<file path="config.mk">
export PLATFORM = sky130hd
export DESIGN_NAME = fixed_frame_deframer_sum_check_unit
export DESIGN_NICKNAME = d
export VERILOG_FILES = /design/src/hw/rtl/ffd_pkg.sv /design/src/hw/rtl/fixed_frame_deframer_sum_check_unit.sv
export SDC_FILE = /design/constraint.sdc
export NUM_CORES = 1
export LEC_CHECK = 0
export BUFFER_PORTS_ARGS = -buffer_cell sky130_fd_sc_hd__buf_4
export CORE_MARGIN = 1
export CORE_UTILIZATION = 30
export CTS_CLUSTER_DIAMETER = 150
export DETAILED_ROUTE_END_ITERATION = 6
export GPL_ROUTABILITY_DRIVEN = 0
export HOLD_SLACK_MARGIN = 0.06
export PLACE_DENSITY_LB_ADDON = 0.3
export SYNTH_ARGS = -nofsm -noshare
export SYNTH_HDL_FRONTEND = slang
export SYNTH_SLANG_ARGS = --single-unit
</file>
<file path="constraint.sdc">
create_clock -name clk -period 3.35 [get_ports clk]
set_input_delay 0.5025 -clock clk [delete_from_list [all_inputs] [get_ports clk]]
set_output_delay 0.5025 -clock clk [all_outputs]
set_load 0.03 [all_outputs]
</file>
<file path="src/hw/rtl/ffd_pkg.sv">
// Shared constants and types for the fixed frame deframer with sum check.
package ffd_pkg;

  localparam int FRAME_BYTES = 56;
  localparam int ADDR_W      = $clog2(FRAME_BYTES);
  localparam int INDEX_W     = 6;

  typedef logic [ADDR_W-1:0] addr_t;

  localparam addr_t LAST_POS  = addr_t'(FRAME_BYTES - 1);
  localparam addr_t CHECK_POS = addr_t'(FRAME_BYTES - 2);
  localparam addr_t SUM_END   = addr_t'(FRAME_BYTES - 3);
  localparam addr_t TYPE_POS  = addr_t'(2);
  localparam addr_t LEN_POS   = addr_t'(3);

  localparam logic [7:0] HDR0_BYTE = 8'hAA;
  localparam logic [7:0] HDR1_BYTE = 8'h55;
  localparam logic [7:0] TYPE_BYTE = 8'h02;
  localparam logic [7:0] LEN_BYTE  = 8'h36;
  localparam logic [7:0] TAIL_BYTE = 8'h5A;

  localparam logic [1:0] ST_PENDING = 2'd0;
  localparam logic [1:0] ST_VALID   = 2'd1;
  localparam logic [1:0] ST_INVALID = 2'd2;

  typedef enum logic [1:0] {
    PH_HUNT,
    PH_WAIT_HDR1,
    PH_COLLECT
  } sync_phase_t;

  typedef enum logic [1:0] {
    SEQ_IDLE,
    SEQ_EMIT_RD,
    SEQ_EMIT_WAIT
  } seq_t;

endpackage

</file>
<file path="src/hw/rtl/fixed_frame_deframer_sum_check_unit.sv">
// Top level of the fixed frame deframer: header hunt, frame store, sum check and replay.
//
//   channel  direction  handshake            payload
//   rx       in         rx_valid / rx_stall  rx_byte
//   res      out        res_valid / res_stall frame_status, frame_byte, byte_index, last
//
// Each received byte gives one status beat, except the byte that completes a valid
// frame, which starts a replay of the stored frame.
// The replay reads the frame memory through its single read port: a read-start state
// (SEQ_EMIT_RD), then one beat per cycle while the output is free, with rx_stall held high throughout.
// A held res_stall stalls the input once the output register is full and pauses the replay.
// Reset clears the phase, the sequencer, the fill index, the sum and the output valid; the memory keeps its data.
module fixed_frame_deframer_sum_check_unit (
  input  logic       clk,
  input  logic       rst,
  input  logic       rx_valid,
  output logic       rx_stall,
  input  logic [7:0] rx_byte,
  output logic       res_valid,
  input  logic       res_stall,
  output logic [1:0] frame_status,
  output logic [7:0] frame_byte,
  output logic [ffd_pkg::INDEX_W-1:0] byte_index,
  output logic       last
);

  logic [7:0] frame_store [ffd_pkg::FRAME_BYTES];
  logic [7:0] mem_q;

  ffd_pkg::sync_phase_t phase, phase_next;
  ffd_pkg::seq_t        seq, seq_next;
  ffd_pkg::addr_t       fill_index, fill_index_next;
  ffd_pkg::addr_t       emit_index, emit_index_next;
  logic [7:0]           running_sum, running_sum_next;
  logic [7:0]           check_byte, check_byte_next;
  logic                 type_ok, type_ok_next;
  logic                 len_ok, len_ok_next;

  logic                 we, re;
  ffd_pkg::addr_t       waddr, raddr;
  logic                 rx_take, out_free, out_load;
  logic [1:0]           load_status;
  logic [7:0]           load_byte;
  ffd_pkg::addr_t       load_index;
  logic                 load_last;

  assign out_free = !res_valid || !res_stall;
  assign rx_stall = (seq != ffd_pkg::SEQ_IDLE) || !out_free;
  assign rx_take  = rx_valid && !rx_stall;

  always_ff @(posedge clk) begin
    if (rst) begin
      phase       <= ffd_pkg::PH_HUNT;
      seq         <= ffd_pkg::SEQ_IDLE;
      fill_index  <= '0;
      running_sum <= '0;
      res_valid   <= 1'b0;
    end else begin
      phase       <= phase_next;
      seq         <= seq_next;
      fill_index  <= fill_index_next;
      running_sum <= running_sum_next;
      if (out_load) begin
        res_valid <= 1'b1;
      end else if (!res_stall) begin
        res_valid <= 1'b0;
      end
    end
  end

  always_ff @(posedge clk) begin
    emit_index <= emit_index_next;
    check_byte <= check_byte_next;
    type_ok    <= type_ok_next;
    len_ok     <= len_ok_next;
    if (out_load) begin
      frame_status <= load_status;
      frame_byte   <= load_byte;
      byte_index   <= ffd_pkg::INDEX_W'(load_index);
      last         <= load_last;
    end
  end

  always_ff @(posedge clk) begin
    if (we) begin
      frame_store[waddr] <= rx_byte;
    end
    if (re) begin
      mem_q <= frame_store[raddr];
    end
  end

  always_comb begin
    phase_next       = phase;
    seq_next         = seq;
    fill_index_next  = fill_index;
    emit_index_next  = emit_index;
    running_sum_next = running_sum;
    check_byte_next  = check_byte;
    type_ok_next     = type_ok;
    len_ok_next      = len_ok;
    we               = 1'b0;
    waddr            = fill_index;
    re               = 1'b0;
    raddr            = '0;
    out_load         = 1'b0;
    load_status      = ffd_pkg::ST_PENDING;
    load_byte        = '0;
    load_index       = '0;
    load_last        = 1'b1;

    unique case (seq)
      ffd_pkg::SEQ_IDLE: begin
        if (rx_take) begin
          out_load = 1'b1;
          unique case (phase)
            ffd_pkg::PH_HUNT: begin
              if (rx_byte == ffd_pkg::HDR0_BYTE) begin
                we         = 1'b1;
                waddr      = '0;
                phase_next = ffd_pkg::PH_WAIT_HDR1;
              end
            end
            ffd_pkg::PH_WAIT_HDR1: begin
              if (rx_byte == ffd_pkg::HDR1_BYTE) begin
                we               = 1'b1;
                waddr            = ffd_pkg::addr_t'(1);
                fill_index_next  = ffd_pkg::addr_t'(2);
                running_sum_next = '0;
                phase_next       = ffd_pkg::PH_COLLECT;
              end else if (rx_byte != ffd_pkg::HDR0_BYTE) begin
                phase_next = ffd_pkg::PH_HUNT;
              end
            end
            ffd_pkg::PH_COLLECT: begin
              we = 1'b1;
              if (fill_index >= ffd_pkg::TYPE_POS && fill_index <= ffd_pkg::SUM_END) begin
                running_sum_next = running_sum + rx_byte;
              end
              if (fill_index == ffd_pkg::TYPE_POS) begin
                type_ok_next = (rx_byte == ffd_pkg::TYPE_BYTE);
              end
              if (fill_index == ffd_pkg::LEN_POS) begin
                len_ok_next = (rx_byte == ffd_pkg::LEN_BYTE);
              end
              if (fill_index == ffd_pkg::CHECK_POS) begin
                check_byte_next = rx_byte;
              end
              if (fill_index >= ffd_pkg::LAST_POS) begin
                phase_next      = ffd_pkg::PH_HUNT;
                fill_index_next = '0;
                if (type_ok && len_ok && rx_byte == ffd_pkg::TAIL_BYTE &&
                    running_sum == check_byte) begin
                  out_load = 1'b0;
                  seq_next = ffd_pkg::SEQ_EMIT_RD;
                end else begin
                  load_status = ffd_pkg::ST_INVALID;
                end
              end else begin
                fill_index_next = fill_index + 1'b1;
              end
            end
            default: begin
              phase_next = ffd_pkg::PH_HUNT;
            end
          endcase
        end
      end
      ffd_pkg::SEQ_EMIT_RD: begin
        re              = 1'b1;
        raddr           = '0;
        emit_index_next = '0;
        seq_next        = ffd_pkg::SEQ_EMIT_WAIT;
      end
      ffd_pkg::SEQ_EMIT_WAIT: begin
        if (out_free) begin
          out_load    = 1'b1;
          load_status = ffd_pkg::ST_VALID;
          load_byte   = mem_q;
          load_index  = emit_index;
          load_last   = (emit_index == ffd_pkg::LAST_POS);
          if (emit_index == ffd_pkg::LAST_POS) begin
            seq_next = ffd_pkg::SEQ_IDLE;
          end else begin
            re              = 1'b1;
            raddr           = emit_index + 1'b1;
            emit_index_next = emit_index + 1'b1;
          end
        end
      end
      default: begin
        seq_next = ffd_pkg::SEQ_IDLE;
      end
    endcase
  end

`ifndef NO_ASSERTIONS
  a_hdr_starts_frame: assert property (@(posedge clk) disable iff (rst)
    (rx_valid && !rx_stall && phase == ffd_pkg::PH_WAIT_HDR1 &&
     rx_byte == ffd_pkg::HDR1_BYTE)
    |=> (phase == ffd_pkg::PH_COLLECT && fill_index == ffd_pkg::addr_t'(2) &&
         running_sum == 8'd0))
    else $error("frame start did not set up collection");

  a_replay_holds_input: assert property (@(posedge clk) disable iff (rst)
    (res_valid && frame_status == ffd_pkg::ST_VALID && !last)
    |-> (seq != ffd_pkg::SEQ_IDLE && rx_stall))
    else $error("input taken in the middle of a frame replay");

  a_replay_order: assert property (@(posedge clk) disable iff (rst)
    (res_valid && !res_stall && frame_status == ffd_pkg::ST_VALID && !last)
    |=> (res_valid && frame_status == ffd_pkg::ST_VALID &&
         byte_index == $past(byte_index) + 1'b1) || !res_valid)
    else $error("replayed beat out of order");
`endif

endmodule

</file>
==> impl_metrics.json <==
{
  "status": "finished, final reports clean",
  "hold_viol_final": 0,
  "cts_max_level": 2,
  "start_util_pct": 30.3,
  "die_x_um": 268,
  "vias_per_cell": 4.89,
  "worstMarginPinSlew_ns": 0.992,
  "power_density_nw_per_um2": 515,
  "die_h_um": 268,
  "synth_edf_count": 489,
  "path_buf_inv": 2,
  "netlist.area_leader.share_pct": 69.3,
  "gr-total-overflow": 0,
  "worstSetupStartpointType": "flip-flop",
  "r2r_setup_slack_ns": 0.12,
  "finalSetupViolCount": 0,
  "cts_buffers": 52,
  "path_clk_slew_ns": 0.06,
  "grt_use_met3_pct": 2.68,
  "peakVddDrop_mv": 0.322,
  "ios": 31,
  "power.share.switching_pct": 19.9,
  "slew_viol_final": 0,
  "wl_um": 55400,
  "worstSetupPathType": "reg -> reg",
  "met1_usage_pct": 21.5,
  "synthCells": 1498,
  "synth_area_leader_cell": "edfxtp_1",
  "cts_hold_buffers": 0,
  "rsz0062_at_grt": "false",
  "crit_path_frequent_cell": "buf_4",
  "crit_fanout": 22,
  "gr-usage-all-layers_pct": 15.6,
  "drive_gt1_share_pct": 15.9,
  "maxCapViolCount": 0,
  "skew_ns": 0.0164,
  "synth_area_sq_um": 21200,
  "final_nets": 1647,
  "dieArea_sq_um": 71700,
  "setup_ws_ns": 0.116,
  "end_kind": "flip-flop",
  "synthDistinctLibCells": 72,
  "slew-limit-headroom_pct": 33.2,
  "stdcell_count": 2596,
  "r2r_end": "mem_q[5]$_DFFE_PP_",
  "synth_most_common_cell": "edfxtp_1",
  "period_share_pct": 96.5,
  "fmax_ghz": 0.309,
  "worstPathArrival_ns": 3.66,
  "rr_startpoint": "emit_index[1]$_SDFFCE_PN0P_",
  "r2r_cells": 10,
  "syn_to_final_growth_pct": 17.0,
  "min_path_type": "in -> reg",
  "diodes": 0,
  "cts_root_buffer": "clkbuf_16",
  "vias": 12703,
  "min_path_cells": 1,
  "grt_pass1_vias": 12855,
  "antenna_found_initial": 2,
  "synthTopCellsByCount": "edfxtp_1, nand2_1, nand3_1",
  "p_leak_nw": 8.37,
  "crit_chain": "ha_1 -> xor2_1 -> and2_4 -> buf_4 -> o21ai_0 -> a31oi_1 -> a211oi_1 -> buf_4 -> nor4_2 -> a41o_1",
  "grt_pass1_wl_um": 82800,
  "clk_latency_ns": 0.58,
  "cts_tree": "done",
  "port_buffers": 30,
  "cp.required_ns": 3.78,
  "cp_slowest_cell": "edfxtp_1",
  "grt_max_degree": 63,
  "post-place-cells": 2501,
  "syn-mean-instance-area_sq_um": 14.2,
  "ys_seq_area_share_pct": 71.1,
  "crit_path_max_incr_delay_ns": 0.48,
  "p_int_mw": 10.2,
  "drcViolationCount": 0,
  "firstDrtPassIters": 5,
  "pwr-share-clk_pct": 43.7,
  "num_rows": 97,
  "drt_iter0_drc": 1116,
  "ant_nets": 0,
  "syn_nets": 1527,
  "critical_path.startpoint": "emit_index[1]$_SDFFCE_PN0P_",
  "pwr-share-seq_pct": 54.6,
  "cts.sinks": 508,
  "place_hpwl_um": 36200,
  "combPwrFrac_pct": 1.7,
  "core_sq_um": 70000,
  "path_depth": 10,
  "wire_per_inst_um": 21.3,
  "ys_ff_latch": 508,
  "synth_area_leaders": "edfxtp_1, nand2_1, mux2i_1",
  "fill_cells": 6702,
  "yosys_warnings": 0,
  "place_ws_ns": -0.00336,
  "cts_max_path_buffers": 3,
  "path_delay_family": "simple AND/OR/NAND/NOR gates",
  "grt.met2_usage_pct": 25.1,
  "busiest_layer": "met2",
  "synth_ff_type": "edfxtp_1",
  "power.switching_mw": 2.54,
  "postSynth.asyncResetShare_pct": 0,
  "endpoint": "mem_q[5]$_DFFE_PP_",
  "fin_crit_ns": 3.23
}
metal layers:
metal	vias to the layer above	share of wire, %
met3	72	4.7
met2	311	47
met4	2	2.2
met1	6427	46
met5	-	0.020
li1	5891	-
worst min-delay path by stage:
stage,endpoint,start
floorplan,seq[1]$_SDFFE_PP0P_,seq[1]$_SDFFE_PP0P_
global placement,seq[1]$_SDFFE_PP0P_,seq[1]$_SDFFE_PP0P_
detailed placement,seq[1]$_SDFFE_PP0P_,seq[1]$_SDFFE_PP0P_
CTS,frame_store[31][2]$_DFFE_PP_,rx_byte[2]
global route,frame_store[30][2]$_DFFE_PP_,rx_byte[2]
finish,frame_store[30][2]$_DFFE_PP_,rx_byte[2]
worst reg2reg max path, stage by stage, from the launching register on:
cell and delay, ns:
edfxtp_1 0.48, ha_1 0.30, xor2_1 0.38, and2_4 0.48, buf_4 0.30, o21ai_0 0.11
a31oi_1 0.21, a211oi_1 0.09, buf_4 0.17, nor4_2 0.43, a41o_1 0.15
power groups by stage:
| stage | combinational (mW) | clock, mW | sequential [mW] |
|---|---|---|---|
| floorplan | 0.0283 | 0 | 7.13 |
| CTS | 0.227 | 5.69 | 6.97 |
| detailed placement | 0.226 | 0 | 7.10 |
| global route | 0.237 | 5.93 | 6.96 |
| global placement | 0.224 | 0 | 7.10 |
| finish | 0.221 | 5.58 | 6.97 |
kinds of logic after synthesis:
group	share of synthesized area (%)
AOI/OAI and AO/OA	6.22
xor gates and xnor gates	0.826
adders and majority gates	1.04
buffers and inverters	2.44
DFF	71.1
muxes	6.11
and+or+nand+nor	12.3
layout by cell type (no fill, tap or decap), types with 12 or more instances in the layout:
| master | Yosys | final |
|---|---|---|
| o21ai_0 | 18 | 18 |
| clkbuf_16 | 0 | 53 |
| a31oi_1 | 12 | 12 |
| ha_1 | 16 | 16 |
| mux2i_1 | 71 | 71 |
| mux4_2 | 14 | 14 |
| xor2_1 | 13 | 13 |
| nand3_1 | 115 | 114 |
| and2_1 | 17 | 16 |
| nor2_1 | 99 | 99 |
| nor2b_1 | 16 | 16 |
| and3_1 | 14 | 14 |
| a21oi_1 | 49 | 49 |
| clkbuf_1 | 29 | 13 |
| nand2_1 | 252 | 252 |
| dfxtp_1 | 19 | 19 |
| edfxtp_1 | 489 | 489 |
| a211oi_1 | 33 | 28 |
| inv_1 | 17 | 17 |
| nor3_1 | 15 | 15 |
| buf_4 | 14 | 130 |
flip-flops by register name (all words and copies together) (netlist names):
register and flops:
frame_store 448, check_byte 8, frame_byte 8, mem_q 8, running_sum 8, byte_index 6, emit_index 6, fill_index 6
frame_status 2, phase 2, seq 2, last 1, len_ok 1, res_valid 1, type_ok 1
layout make-up:
class	instances	area [sq um]	area share (%)
multi-input cells	897	5670	22.9
clock inverters	25	225	0.908
clock buffers	67	1390	5.60
repair buffers	141	1200	4.82
inverters	18	70.1	0.283
well taps	940	1180	4.74
flip-flops and latches	508	15100	60.8
timing repair:
action,in CTS,in global routing
pin swaps,0,1
hold endpoints to repair,0,0
buffers inserted,0,3
resized for setup,1,6
endpoints found under the setup margin,1,6
per-stage QoR:
step / TNS [ns] / utilization [%] / instance area, sq um / hold slack, ns / power, mW
2_1_floorplan: 0 / - / 21200 / 0.491 / 7.15
5_1_grt: 0 / 35.4 / 24800 / 0.186 / 13.1
3_3_place_gp: 0 / 33.0 / 23100 / 0.517 / 7.33
3_5_place_dp: -0.00336 / 33.0 / 23100 / 0.532 / 7.33
4_1_cts: 0 / 35.3 / 24700 / 0.176 / 12.9
6_report: 0 / 35.4 / 24800 / 0.211 / 12.8
(Power assumes the default switching activity.)
